`src/hw/rtl/rtsp_pkg.sv`:
```
// ----------------------------------------------------------------------------
// Running t statistic peak: shared package
// Types, constants and the controller state and command codes.
// ----------------------------------------------------------------------------
`default_nettype none

package rtsp_pkg;

    localparam int SampleW = 32;
    localparam int IdxW    = 16;
    localparam int AccW    = 64;
    localparam int StepW   = 6;

    localparam logic [IdxW-1:0]    MaxLength = 16'hFFFF;
    localparam logic [SampleW-1:0] MagSat    = 32'h7FFF_FFFF;

    typedef struct packed {
        logic signed [SampleW-1:0] sample;
        logic                      last;
    } t_in;

    typedef struct packed {
        logic signed [SampleW-1:0] peak_stat;
        logic [IdxW-1:0]           peak_index;
        logic                      found;
    } t_out;

    typedef enum logic [3:0] {
        ST_IDLE,
        ST_LOAD,
        ST_DIV_MEAN,
        ST_MEAN,
        ST_MUL,
        ST_DIV_MSQ,
        ST_MSQ,
        ST_DIV_VAR,
        ST_SQRT,
        ST_DIV_STAT,
        ST_DECIDE
    } t_state;

    typedef enum logic [3:0] {
        OP_NONE,
        OP_LOAD,
        OP_DIV_MEAN,
        OP_MEAN,
        OP_MUL,
        OP_DIV_MSQ,
        OP_MSQ,
        OP_DIV_VAR,
        OP_SQRT,
        OP_DIV_STAT,
        OP_DECIDE
    } t_op;

    typedef struct packed {
        t_op  op;
        logic start;
    } t_cmd;

    typedef struct packed {
        logic done;
        logic count_ge2;
        logic sd_zero;
        logic last_eff;
    } t_status;

endpackage

`default_nettype wire

```
`src/hw/rtl/rtsp_div.sv`:
```
// ----------------------------------------------------------------------------
// Running t statistic peak: shared divider
// Restoring radix-2 divider, 64-bit dividend by 32-bit divisor, 64 steps.
// ----------------------------------------------------------------------------
`default_nettype none

module rtsp_div (
    input  wire logic                          i_clk,
    input  wire logic                          i_rst_n,
    input  wire logic                          i_start,
    input  wire logic [rtsp_pkg::AccW-1:0]     i_dividend,
    input  wire logic [rtsp_pkg::SampleW-1:0]  i_divisor,
    output logic [rtsp_pkg::AccW-1:0]          o_quotient,
    output logic                               o_done
);
    import rtsp_pkg::*;

    logic                 r_busy;
    logic [StepW-1:0]     r_step;
    logic [SampleW-1:0]   r_rem;
    logic [SampleW-1:0]   r_dvsr;
    logic [AccW-1:0]      r_quot;
    logic [SampleW:0]     shifted;
    logic                 ge;

    assign shifted = {r_rem, r_quot[AccW-1]};
    assign ge      = shifted >= {1'b0, r_dvsr};

    always_ff @(posedge i_clk) begin
        if (!i_rst_n) begin
            r_busy <= 1'b0;
            r_step <= '0;
        end else if (i_start) begin
            r_busy <= 1'b1;
            r_step <= '0;
        end else if (r_busy) begin
            r_step <= r_step + 1'b1;
            if (r_step == StepW'(AccW - 1)) begin
                r_busy <= 1'b0;
            end
        end
    end

    always_ff @(posedge i_clk) begin
        if (i_start) begin
            r_dvsr <= i_divisor;
            r_quot <= i_dividend;
            r_rem  <= '0;
        end else if (r_busy) begin
            r_rem  <= ge ? SampleW'(shifted - {1'b0, r_dvsr}) : shifted[SampleW-1:0];
            r_quot <= {r_quot[AccW-2:0], ge};
        end
    end

    assign o_quotient = r_quot;
    assign o_done     = r_busy && (r_step == StepW'(AccW - 1));

endmodule

`default_nettype wire

```
`src/hw/rtl/rtsp_datapath.sv`:
```
// ----------------------------------------------------------------------------
// Running t statistic peak: datapath
// Running mean and mean square, multiplier, square root and peak tracking.
// ----------------------------------------------------------------------------
`default_nettype none

module rtsp_datapath (
    input  wire logic                          i_clk,
    input  wire logic                          i_rst_n,
    input  wire rtsp_pkg::t_cmd                i_cmd,
    input  wire rtsp_pkg::t_in                 i_in,
    input  wire logic                          i_cfg_we,
    input  wire logic [rtsp_pkg::IdxW-1:0]     i_cfg_data,
    output rtsp_pkg::t_status                  o_status,
    output rtsp_pkg::t_out                     o_out
);
    import rtsp_pkg::*;

    logic [IdxW-1:0]            r_min_window;
    logic [IdxW-1:0]            r_count;
    logic signed [SampleW-1:0]  r_mean;
    logic [AccW-1:0]            r_msq;
    logic [SampleW-1:0]         r_best_mag;
    logic                       r_best_neg;
    logic [IdxW-1:0]            r_best_pos;
    logic                       r_have_best;
    logic [SampleW-1:0]         r_prev_mag;
    logic                       r_prev_neg;
    logic                       r_prev_valid;
    logic signed [SampleW-1:0]  r_x;
    logic                       r_last;
    logic signed [SampleW:0]    r_delta;
    logic [AccW-1:0]            r_mcand;
    logic [SampleW:0]           r_mplier;
    logic [AccW-1:0]            r_prod;
    logic [StepW-1:0]           r_cnt;
    logic [AccW-1:0]            r_src;
    logic [SampleW+1:0]         r_srem;
    logic [SampleW-1:0]         r_sd;
    t_out                       r_out;

    logic                       div_start;
    logic [AccW-1:0]            div_dividend;
    logic [SampleW-1:0]         div_divisor;
    logic [AccW-1:0]            div_q;
    logic                       div_done;

    logic [SampleW:0]           abs_delta;
    logic signed [SampleW+1:0]  qs;
    logic signed [SampleW+1:0]  m_new;
    logic signed [SampleW+1:0]  delta2;
    logic                       prod_ge;
    logic [SampleW+1:0]         srem_sh;
    logic [SampleW+1:0]         trial;
    logic                       sqrt_step;
    logic [SampleW-1:0]         am;
    logic [SampleW-1:0]         q_sat;
    logic                       cur_valid;
    logic [SampleW-1:0]         cur_mag;
    logic                       last_eff;
    logic                       ge2;
    logic                       p_en;
    logic                       c_en;
    logic                       b1_have;
    logic [SampleW-1:0]         b1_mag;
    logic                       b1_neg;
    logic [IdxW-1:0]            b1_pos;
    logic                       b2_have;
    logic [SampleW-1:0]         b2_mag;
    logic                       b2_neg;
    logic [IdxW-1:0]            b2_pos;

    rtsp_div u_div (
        .i_clk      (i_clk),
        .i_rst_n    (i_rst_n),
        .i_start    (div_start),
        .i_dividend (div_dividend),
        .i_divisor  (div_divisor),
        .o_quotient (div_q),
        .o_done     (div_done)
    );

    assign abs_delta = r_delta[SampleW] ? SampleW'(0) - r_delta[SampleW:0] : r_delta[SampleW:0];
    assign prod_ge   = r_prod >= r_msq;
    assign am        = r_mean[SampleW-1] ? SampleW'(0) - r_mean : r_mean;

    always_comb begin
        div_start    = 1'b0;
        div_dividend = '0;
        div_divisor  = {{(SampleW-IdxW){1'b0}}, r_count};
        case (i_cmd.op)
            OP_DIV_MEAN: begin
                div_start    = i_cmd.start;
                div_dividend = AccW'(abs_delta);
            end
            OP_DIV_MSQ: begin
                div_start    = i_cmd.start;
                div_dividend = prod_ge ? r_prod - r_msq : r_msq - r_prod;
            end
            OP_DIV_VAR: begin
                div_start    = i_cmd.start;
                div_dividend = r_msq;
                div_divisor  = {{(SampleW-IdxW){1'b0}}, r_count - 1'b1};
            end
            OP_DIV_STAT: begin
                div_start    = i_cmd.start;
                div_dividend = {{(AccW-SampleW-16){1'b0}}, am, 16'b0};
                div_divisor  = r_sd;
            end
            default: begin
                div_start = 1'b0;
            end
        endcase
    end

    assign qs     = r_delta[SampleW] ? -$signed({1'b0, div_q[SampleW:0]})
                                     : $signed({1'b0, div_q[SampleW:0]});
    assign m_new  = $signed({{2{r_mean[SampleW-1]}}, r_mean}) + qs;
    assign delta2 = $signed({{2{r_x[SampleW-1]}}, r_x}) - m_new;

    assign sqrt_step = (i_cmd.op == OP_SQRT) && !i_cmd.start;
    assign srem_sh   = {r_srem[SampleW-1:0], r_src[AccW-1:AccW-2]};
    assign trial     = {r_sd, 2'b01};

    assign ge2      = r_count >= IdxW'(2);
    assign last_eff = r_last || (r_count == MaxLength);
    assign q_sat    = (|div_q[AccW-1:SampleW-1]) ? MagSat : div_q[SampleW-1:0];
    assign cur_valid = ge2 && ((r_sd != '0) || (am != '0));
    assign cur_mag   = (r_sd == '0) ? MagSat : q_sat;

    assign p_en = last_eff && r_prev_valid && (r_count < r_min_window)
               && (r_count >= IdxW'(3));
    assign c_en = cur_valid && (last_eff ||
                  ({1'b0, r_count} + 1'b1 >= {1'b0, r_min_window}));

    always_comb begin
        b1_have = r_have_best;
        b1_mag  = r_best_mag;
        b1_neg  = r_best_neg;
        b1_pos  = r_best_pos;
        if (p_en && (!r_have_best || r_prev_mag > r_best_mag)) begin
            b1_have = 1'b1;
            b1_mag  = r_prev_mag;
            b1_neg  = r_prev_neg;
            b1_pos  = r_count - 1'b1;
        end
        b2_have = b1_have;
        b2_mag  = b1_mag;
        b2_neg  = b1_neg;
        b2_pos  = b1_pos;
        if (c_en && (!b1_have || cur_mag > b1_mag)) begin
            b2_have = 1'b1;
            b2_mag  = cur_mag;
            b2_neg  = r_mean[SampleW-1];
            b2_pos  = r_count;
        end
    end

    always_ff @(posedge i_clk) begin
        if (!i_rst_n) begin
            r_min_window <= '0;
        end else if (i_cfg_we) begin
            r_min_window <= i_cfg_data;
        end
    end

    always_ff @(posedge i_clk) begin
        if (!i_rst_n) begin
            r_count      <= '0;
            r_mean       <= '0;
            r_msq        <= '0;
            r_best_mag   <= '0;
            r_best_neg   <= 1'b0;
            r_best_pos   <= '0;
            r_have_best  <= 1'b0;
            r_prev_mag   <= '0;
            r_prev_neg   <= 1'b0;
            r_prev_valid <= 1'b0;
        end else begin
            case (i_cmd.op)
                OP_LOAD: begin
                    r_count <= r_count + 1'b1;
                end
                OP_MEAN: begin
                    r_mean <= m_new[SampleW-1:0];
                end
                OP_MSQ: begin
                    r_msq <= prod_ge ? r_msq + div_q : r_msq - div_q;
                end
                OP_DECIDE: begin
                    if (last_eff) begin
                        r_count      <= '0;
                        r_mean       <= '0;
                        r_msq        <= '0;
                        r_best_mag   <= '0;
                        r_best_neg   <= 1'b0;
                        r_best_pos   <= '0;
                        r_have_best  <= 1'b0;
                        r_prev_mag   <= '0;
                        r_prev_neg   <= 1'b0;
                        r_prev_valid <= 1'b0;
                    end else begin
                        r_best_mag   <= b2_mag;
                        r_best_neg   <= b2_neg;
                        r_best_pos   <= b2_pos;
                        r_have_best  <= b2_have;
                        r_prev_mag   <= ge2 ? cur_mag : '0;
                        r_prev_neg   <= ge2 && r_mean[SampleW-1];
                        r_prev_valid <= cur_valid;
                    end
                end
                default: begin
                    r_count <= r_count;
                end
            endcase
        end
    end

    always_ff @(posedge i_clk) begin
        case (i_cmd.op)
            OP_LOAD: begin
                r_x     <= i_in.sample;
                r_last  <= i_in.last;
                r_delta <= $signed({i_in.sample[SampleW-1], i_in.sample})
                         - $signed({r_mean[SampleW-1], r_mean});
                r_sd    <= '0;
            end
            OP_MEAN: begin
                r_mcand  <= AccW'(abs_delta);
                r_mplier <= delta2[SampleW+1] ? SampleW'(0) - delta2[SampleW:0]
                                              : delta2[SampleW:0];
                r_prod   <= '0;
                r_cnt    <= '0;
            end
            OP_MUL: begin
                if (r_mplier[0]) begin
                    r_prod <= r_prod + r_mcand;
                end
                r_mcand  <= {r_mcand[AccW-2:0], 1'b0};
                r_mplier <= {1'b0, r_mplier[SampleW:1]};
                r_cnt    <= r_cnt + 1'b1;
            end
            OP_SQRT: begin
                if (i_cmd.start) begin
                    r_src  <= div_q;
                    r_srem <= '0;
                    r_sd   <= '0;
                    r_cnt  <= '0;
                end else if (srem_sh >= trial) begin
                    r_srem <= srem_sh - trial;
                    r_sd   <= {r_sd[SampleW-2:0], 1'b1};
                    r_src  <= {r_src[AccW-3:0], 2'b00};
                    r_cnt  <= r_cnt + 1'b1;
                end else begin
                    r_srem <= srem_sh;
                    r_sd   <= {r_sd[SampleW-2:0], 1'b0};
                    r_src  <= {r_src[AccW-3:0], 2'b00};
                    r_cnt  <= r_cnt + 1'b1;
                end
            end
            OP_DECIDE: begin
                if (last_eff) begin
                    if (r_count == IdxW'(1)) begin
                        r_out.peak_stat  <= '0;
                        r_out.peak_index <= IdxW'(1);
                        r_out.found      <= 1'b1;
                    end else if (b2_have) begin
                        r_out.peak_stat  <= b2_neg ? -$signed(b2_mag) : $signed(b2_mag);
                        r_out.peak_index <= b2_pos;
                        r_out.found      <= 1'b1;
                    end else begin
                        r_out.peak_stat  <= '0;
                        r_out.peak_index <= '0;
                        r_out.found      <= 1'b0;
                    end
                end
            end
            default: begin
                r_cnt <= r_cnt;
            end
        endcase
    end

    always_comb begin
        o_status.count_ge2 = ge2;
        o_status.sd_zero   = (r_sd == '0);
        o_status.last_eff  = last_eff;
        case (i_cmd.op)
            OP_DIV_MEAN, OP_DIV_MSQ, OP_DIV_VAR, OP_DIV_STAT: begin
                o_status.done = div_done;
            end
            OP_MUL: begin
                o_status.done = (r_cnt == StepW'(SampleW));
            end
            OP_SQRT: begin
                o_status.done = sqrt_step && (r_cnt == StepW'(SampleW - 1));
            end
            default: begin
                o_status.done = 1'b0;
            end
        endcase
    end

    assign o_out = r_out;

endmodule

`default_nettype wire

```
`src/hw/rtl/rtsp_ctrl.sv`:
```
// ----------------------------------------------------------------------------
// Running t statistic peak: controller
// Sequences the datapath per sample and owns both handshakes.
// ----------------------------------------------------------------------------
`default_nettype none

module rtsp_ctrl (
    input  wire logic                 i_clk,
    input  wire logic                 i_rst_n,
    input  wire logic                 i_in_valid,
    output logic                      o_in_ready,
    output logic                      o_out_valid,
    input  wire logic                 i_out_ready,
    input  wire rtsp_pkg::t_status    i_status,
    output rtsp_pkg::t_cmd            o_cmd
);
    import rtsp_pkg::*;

    t_state r_state;
    t_state n_state;
    logic   r_entry;
    logic   r_out_valid;
    logic   n_out_valid;

    always_ff @(posedge i_clk) begin
        if (!i_rst_n) begin
            r_state     <= ST_IDLE;
            r_entry     <= 1'b0;
            r_out_valid <= 1'b0;
        end else begin
            r_state     <= n_state;
            r_entry     <= n_state != r_state;
            r_out_valid <= n_out_valid;
        end
    end

    always_comb begin
        n_state     = r_state;
        n_out_valid = r_out_valid && !i_out_ready;
        o_in_ready  = 1'b0;
        o_cmd.op    = OP_NONE;
        o_cmd.start = r_entry;
        case (r_state)
            ST_IDLE: begin
                o_in_ready = 1'b1;
                if (i_in_valid) begin
                    o_cmd.op = OP_LOAD;
                    n_state  = ST_DIV_MEAN;
                end
            end
            ST_DIV_MEAN: begin
                o_cmd.op = OP_DIV_MEAN;
                if (i_status.done) begin
                    n_state = ST_MEAN;
                end
            end
            ST_MEAN: begin
                o_cmd.op = OP_MEAN;
                n_state  = ST_MUL;
            end
            ST_MUL: begin
                o_cmd.op = OP_MUL;
                if (i_status.done) begin
                    n_state = ST_DIV_MSQ;
                end
            end
            ST_DIV_MSQ: begin
                o_cmd.op = OP_DIV_MSQ;
                if (i_status.done) begin
                    n_state = ST_MSQ;
                end
            end
            ST_MSQ: begin
                o_cmd.op = OP_MSQ;
                n_state  = i_status.count_ge2 ? ST_DIV_VAR : ST_DECIDE;
            end
            ST_DIV_VAR: begin
                o_cmd.op = OP_DIV_VAR;
                if (i_status.done) begin
                    n_state = ST_SQRT;
                end
            end
            ST_SQRT: begin
                o_cmd.op = OP_SQRT;
                if (i_status.done) begin
                    n_state = ST_DIV_STAT;
                end
            end
            ST_DIV_STAT: begin
                if (r_entry && i_status.sd_zero) begin
                    n_state = ST_DECIDE;
                end else begin
                    o_cmd.op = OP_DIV_STAT;
                    if (i_status.done) begin
                        n_state = ST_DECIDE;
                    end
                end
            end
            ST_DECIDE: begin
                if (!i_status.last_eff) begin
                    o_cmd.op = OP_DECIDE;
                    n_state  = ST_IDLE;
                end else if (!r_out_valid || i_out_ready) begin
                    o_cmd.op    = OP_DECIDE;
                    n_out_valid = 1'b1;
                    n_state     = ST_IDLE;
                end
            end
            default: begin
                n_state = ST_IDLE;
            end
        endcase
    end

    assign o_out_valid = r_out_valid;

endmodule

`default_nettype wire

```
`src/hw/rtl/running_t_statistic_peak.sv`:
```
// ----------------------------------------------------------------------------
// Running t statistic peak
// Streams Q16.16 samples and reports the peak one-sample t statistic of each
// stream.
//
// The input channel carries one sample and a last flag per transaction. The
// output channel carries one transaction per stream: the signed peak
// statistic, its 1-based index and a found flag. Both channels use valid and
// ready. The user must write the min_window register through i_cfg_we and
// i_cfg_data only while the block is idle; the block does not enforce this.
// Each sample is worked on alone by a controller and a datapath. The first
// sample of a stream makes two passes through the shared 64-step divider and
// one through a 33-step shift-add multiplier; later samples add up to two
// more divider passes and a 32-step square root.
// The result transaction is held in an output register, so the next sample
// is taken while it waits; if it is still not taken when the following
// stream ends, the block waits for the receiver. Reset clears the stream
// state, the min_window register and the output valid.
// ----------------------------------------------------------------------------
`default_nettype none

module running_t_statistic_peak (
    input  wire logic                       i_clk,
    input  wire logic                       i_rst_n,
    input  wire logic                       i_in_valid,
    output logic                            o_in_ready,
    input  wire rtsp_pkg::t_in              i_in,
    output logic                            o_out_valid,
    input  wire logic                       i_out_ready,
    output rtsp_pkg::t_out                  o_out,
    input  wire logic                       i_cfg_we,
    input  wire logic [rtsp_pkg::IdxW-1:0]  i_cfg_data
);
    import rtsp_pkg::*;

    t_cmd    cmd;
    t_status status;

    rtsp_ctrl u_ctrl (
        .i_clk       (i_clk),
        .i_rst_n     (i_rst_n),
        .i_in_valid  (i_in_valid),
        .o_in_ready  (o_in_ready),
        .o_out_valid (o_out_valid),
        .i_out_ready (i_out_ready),
        .i_status    (status),
        .o_cmd       (cmd)
    );

    rtsp_datapath u_datapath (
        .i_clk      (i_clk),
        .i_rst_n    (i_rst_n),
        .i_cmd      (cmd),
        .i_in       (i_in),
        .i_cfg_we   (i_cfg_we),
        .i_cfg_data (i_cfg_data),
        .o_status   (status),
        .o_out      (o_out)
    );

endmodule

`default_nettype wire

```
`config.mk`:
```
export PLATFORM = sky130hd
export DESIGN_NAME = running_t_statistic_peak
export DESIGN_NICKNAME = d
export VERILOG_FILES = /design/src/hw/rtl/rtsp_pkg.sv /design/src/hw/rtl/rtsp_div.sv /design/src/hw/rtl/rtsp_datapath.sv /design/src/hw/rtl/rtsp_ctrl.sv /design/src/hw/rtl/running_t_statistic_peak.sv
export SDC_FILE = /design/constraint.sdc
export NUM_CORES = 2
export LEC_CHECK = 0
export BUFFER_PORTS_ARGS = -buffer_cell sky130_fd_sc_hd__buf_2
export CORE_MARGIN = 2
export CORE_UTILIZATION = 45
export DETAILED_ROUTE_END_ITERATION = 8
export SYNTH_ARGS = -nofsm -noshare
export SYNTH_HDL_FRONTEND = slang
export SYNTH_SLANG_ARGS = --single-unit
```
`constraint.sdc`:
```
create_clock -name i_clk -period 23.5 [get_ports i_clk]
set_clock_uncertainty 0.15 [all_clocks]
set_input_delay 4.7 -clock i_clk [delete_from_list [all_inputs] [get_ports i_clk]]
set_output_delay 4.7 -clock i_clk [all_outputs]
set_load 0.01 [all_outputs]
```
### Yosys cells after proc, flatten, opt, wreduce, memory -nomap -nowiden

Index checks and enable logic that the tools add are counted.

| cells by class | value |
|---|---|
| add/sub/neg operators | 20 |
| $lt $le $gt $ge | 9 |
| equal/unequal tests | 27 |
| multiplexer cells | 74 |
| bitwise gates (word level) | 2 |
| reduce and logical (&&, ||, !) cells | 44 |

Operators with widths:

| operator | number |
|---|---|
| 64-bit two-way mux | 7 |
| 32-bit two-way mux | 13 |
| 64-bit case mux with 2 select lines | 3 |
| 64-bit case mux with 4 select lines | 1 |
| 32-bit case mux with 2 select lines | 3 |
| 64-bit subtractor | 3 |
| 64-bit adder | 2 |
| 4-bit case mux with 10 select lines | 2 |
| 33-bit two-way mux | 2 |
| 33-bit case mux with 2 select lines | 1 |
| 1-bit by 33-bit subtractor with 33-bit output, first input constant | 2 |
| 64-bit greater-or-equal comparator | 1 |
| 32-bit > comparator | 2 |
| 16-bit two-way mux | 4 |
| 32-bit nonzero test | 2 |
| 32-bit subtractor | 2 |
| 4-bit two-way mux | 14 |
| 32-bit by 34-bit adder with 34-bit output | 1 |
| 34-bit greater-or-equal comparator | 1 |
| 34-bit two-way mux | 1 |
| 33-bit negation with 34-bit output | 1 |
| 32-bit by 34-bit subtractor with 34-bit output | 1 |
| 33-bit by 32-bit greater-or-equal comparator with 1-bit output | 1 |
| 33-bit OR reduction | 1 |
| other kinds (37) | 105 |

| word-level totals | value |
|---|---|
| bits in registers | 763 |
| output and inout bits | 51 |

### Logic depth before layout (Yosys ltp)

| depth | value |
|---|---|
| depth in word-level cells | 13 |
| mapped depth | 37 |

### Modules after synthesis

A second synthesis with hierarchy kept.

| second synthesis, totals | value |
|---|---|
| cell total of the unflattened synthesis | 7493 |
| area, all modules | 63288.2 µm² |

By module, submodules not included:

| module | times used | cells each | area an instance (µm²) | seq. area each (µm²) |
|---|---|---|---|---|
| rtsp_datapath | 1 | 6734 | 55298.0 | 16555.9 |
| rtsp_div | 1 | 691 | 7473.4 | 3663.5 |
| rtsp_ctrl | 1 | 68 | 516.7 | 120.1 |

### Worst setup path after synthesis

OpenSTA, ideal clock, no wires.

| path | value |
|---|---|
| path type | in2reg |
| start | input i_in[13] (netlist name) |
| end | register u_datapath.r_delta[30] (data pin) |
| setup time | 259 ps |
| data arrival time | 7734 ps |
| data required time | 23091 ps |
| slack | 15357 ps |
| cell stages on the path | 12 |
| buffers on the path | 0 |
| path through | ha_1 -> a21o_1 -> a21o_1 -> a2111oi_0 -> nand4_1 -> a31o_2 -> a21oi_1 -> a21oi_1 -> o31a_1 -> or4_1 -> a31oi_1 -> xnor2_1 |

| on the way | value |
|---|---|
| word-level cells in the longest chain between the ends | 1 |

Ends and longest elaborated chain:

| what | RTL line | RTL |
|---|---|---|
| from (decl) | running_t_statistic_peak.sv:27 | `input wire rtsp_pkg::t_in i_in,` |
| 32-bit by 32-bit subtractor with 33-bit output | rtsp_datapath.sv:225 | `- $signed({r_mean[SampleW-1], r_mean});` |
| to (signal assigned) | rtsp_datapath.sv:224 | `r_delta <= $signed({i_in.sample[SampleW-1], i_in.sample})` |
| to (decl) | rtsp_datapath.sv:32 | `logic signed [SampleW:0] r_delta;` |

Every way passes these cells.
A chain may end at the register's enable or synchronous reset.

### Worst setup path in the final report

| path | value |
|---|---|
| start | register u_datapath.r_count[0] |
| end | register u_datapath.r_out, in the netlist u_datapath.o_out[47] (data pin) |

| on the way | value |
|---|---|
| word-level cells in the longest chain between the ends | 13 |
| elaborated cells between the ends (all ways) | 29 |
| classes of those cells | 2 x add/sub; 5 x order compare; 2 x eq/ne; 7 x mux; 1 x bitwise; 12 x reduce/logical |

Ends and longest elaborated chain:

| what | RTL line | RTL |
|---|---|---|
| from (decl) | rtsp_datapath.sv:20 | `logic [IdxW-1:0] r_count;` |
| from (signal assigned) | rtsp_datapath.sv:182 | `r_count <= r_count + 1'b1;` |
| from (signal assigned) | rtsp_datapath.sv:213 | `r_count <= r_count;` |
| branches (longest 13 deep; another with 32-bit > comparator) | n/a |  |
| to (decl) | rtsp_datapath.sv:40 | `t_out r_out;` |

Parallel ways; which one is timed is not known.

==> flow_summary.ini <==
[power]
p_int_mw = 2.717
vdd_drop_max_uv = 57.87
swShare_pct = 29.89
seq_power_share_pct = 39.6
leakagePower_nw = 27.07
clkPwrFrac_pct = 40.2
comb_power_share_pct = 20.1
power.density_nw_per_um2 = 56.84
switchingPower_mw = 1.158

[clock_network]
cts_buffers = 93
clk_path_buf_depth = 3
cts_resized = 0
ctsHoldBuffers = 0
clk_pin_slew_worst_paths_ps = 60
cts_root_buf = clkbuf_16
clock_latency_ps = 740
cts_sinks = 763
cts_tree = yes
post_cts_buffers = 0
cts-htree-levels = 3

[placed_design]
hpwl_um = 169500
port-buffer-count = 104
place_congestion = 1.026

[synthesis]
async_reset_ff_share_pct = 0
yosysUniqueCellTypes = 95
yosys_warnings = 0
synth_cells = 7589
synth-seq-cells = 763
synth-seq-area-share_pct = 32.35
netlist_area_um2 = 62870
postSynthAreaPerCell_um2 = 8.284
synth-main-ff-cell = edfxtp_1
synth_edf_count = 506
synth_fp_nets = 8176

[finish]
area_growth_pct = 8.445
layout_commonest_cell = nor2_1
fill_cells = 13386
final_cell_mix = nor2_1 (881), a21oi_1 (742), nand2_1 (543), ha_1 (525), edfxtp_1 (506)
nNetsFinal = 8042
drive_above_1_share_pct = 6.836

[worst_setup_path]
endpoint_kind = flip-flop
cp.required_ps = 23810
rr_worst_depth = 29
crit_path_max_fanout = 76
slowest_stage = nor2_4
start_kind = flip-flop
regToRegEndpoint = u_datapath.o_out[47]$_SDFFCE_PP0P_
path_class = flip-flop to flip-flop
cp_slowest_stage_delay_ps = 720
arrival_ps = 9870
r2r_slack_ps = 13940
timing.rr.start = u_datapath.r_count[0]$_SDFFE_PN0P_

[global_routing]
grt_overflow = 0
grt_pass1_wl_um = 337600
grt_max_degree = 77
antenna_found_initial = 8
grtUsageTotal_pct = 30.52
grt_pass1_vias = 54603

[hold_path]
hold_path_startpoint = u_datapath.r_prev_neg$_SDFFE_PN0P_
min_to = u_datapath.r_prev_neg$_SDFFE_PN0P_
hold-path-cell-count = 2
hold_class = flip-flop to flip-flop

[routing]
firstDrtPassIters = 8
avgRoutedWirePerCell_um = 23.72
drtAntennaViolNets = 0
routed_wl_um = 223300
drc = 0
vias_per_cell = 6.163
vias = 58010
drt_iter0_markers = 5338

[sta]
maxSlewViolCount = 0
worst_pin_slew_ps = 1293
hold_viol = 0
fin_setup_tns_ps = 0
rsz0062_at_grt = no
fin_crit_sh_pct = 40.66
setup_violations = 0
max_freq_mhz = 104.7
fin_crit_ps = 9555
hold_slack_ps = 313.2
slew_headroom_pct = 13.50

[die]
core_um2 = 139000
die_w_um = 377.8
fp.dieH_um = 377.8
die_area_um2 = 142700
ioPinCount = 105
num_rows = 137
initial_core_util_pct = 45.22

[status]
status = finished, final reports clean

[flow_run]
max_cap_viol_count = 0
## registers in the layout, indices dropped and copies added, names as in the netlist, 33 cells and up
signal,count
u_datapath.r_mcand,64
u_datapath.r_msq,64
u_datapath.r_mplier,33
u_datapath.r_prod,64
u_datapath.r_delta,33
u_datapath.o_out,49
u_datapath.u_div.o_quotient,64
u_datapath.r_src,64
## worst max-delay path: cells and delay by family, from the launching register on
kind            cells  cell delay (ps)
simple gates        9             2510
fa+ha+maj           3              980
compound gates     12             3570
flops               1              580
buf+inv             4             1270
xor+xnor            1              200
## cells in the mapped netlist (35+ instances only)
cell type    n  area (um2)
a211oi_1    70       525.5
a21o_1     231        1734
a21oi_1    743        3719
a221oi_1    41       359.1
a22oi_1     84       630.6
a31oi_1    111       694.4
and2_1      82       513.0
and3_1      51       319.1
clkbuf_1   359        1348
dfxtp_1    257        5145
edfxtp_1   506       15190
ha_1       525        6569
inv_1      454        1704
mux2_2      72       810.8
mux2i_1    114        1141
nand2_1    549        2061
nand2b_1    71       444.2
nand3_1    198       991.0
nand4_1    109       681.9
nor2_1     886        3326
nor2b_1     57       356.6
nor3_1     149       745.7
nor4_1      49       306.5
o211ai_1    56       420.4
o21a_1      67       503.0
o21ai_0    421        2107
o21bai_1    90       675.7
o22ai_1     35       219.0
o31ai_1     63       473.0
or3_1       73       456.7
or4_1       39       292.8
xnor2_1    336        2943
xor2_1     171        1498
## metrics by stage
step	cells	worst slack [ps]	utilization (%)	area (um2)	total power [mW]
after floorplan	7589	15360	-	62870	2.130
after global placement	9236	14340	46.71	64940	2.324
after detailed placement	9236	14140	46.71	64940	2.336
after CTS	9410	14120	49.03	68170	3.902
after global routing	9410	13320	49.03	68170	4.033
final	9413	13940	49.04	68170	3.875
## power groups by stage
stage                     Combinational [mW]  Clock, mW  Sequential [mW]
after floorplan                        0.587          0             1.54
after CTS                              0.777       1.59             1.54
final                                  0.780       1.56             1.54
after detailed placement               0.772          0             1.56
after global routing                   0.864       1.63             1.54
after global placement                 0.761          0             1.56
## area by class of cell
class | instances | area, um2 | share of cell area (%)
antenna | 3 | 7.507 | 0.01101
clock buffer | 128 | 2633 | 3.861
clock inverter | 46 | 593.1 | 0.8699
inverter | 455 | 1718 | 2.520
multi-input combinational | 5962 | 39440 | 57.85
sequential | 763 | 20350 | 29.84
tap | 1876 | 2347 | 3.443
timing repair buffer | 180 | 1091 | 1.600
## cells by family (layout without fill, tap and decap cells)
family | Yosys count | count (layout) | share of synthesized area (%)
other cells | 1 | 4 | 0.005965
mux | 186 | 186 | 3.105
xor+xnor | 507 | 507 | 7.064
flops | 763 | 763 | 32.35
compound gates | 2289 | 2289 | 23.16
buf+inv | 864 | 809 | 5.211
simple gates | 2446 | 2446 | 18.40
fa+ha+maj | 533 | 533 | 10.70
## per-layer routing
metal  wire length (um)  up-vias  track usage [%]
met5                 77        -                0
met3              14620      461            4.138
li1                   -    27444                -
met1              98540    27967            41.74
met4               9872       10            11.89
met2             100200     2128            48.63
## worst max-delay path by stage
stage	endpoint	slack [ps]	startpoint
after global routing	u_datapath.o_out[47]$_SDFFCE_PP0P_	13320	u_datapath.r_count[0]$_SDFFE_PN0P_
after global placement	u_datapath.o_out[45]$_SDFFCE_PP0P_	14340	u_datapath.r_count[0]$_SDFFE_PN0P_
after detailed placement	u_datapath.o_out[47]$_SDFFCE_PP0P_	14140	u_datapath.r_count[0]$_SDFFE_PN0P_
after floorplan	u_datapath.r_delta[30]$_DFFE_PP_	15360	i_in[13]
final	u_datapath.o_out[47]$_SDFFCE_PP0P_	13940	u_datapath.r_count[0]$_SDFFE_PN0P_
after CTS	u_datapath.o_out[47]$_SDFFCE_PP0P_	14120	u_datapath.r_count[0]$_SDFFE_PN0P_
(Power assumes the default switching activity.)
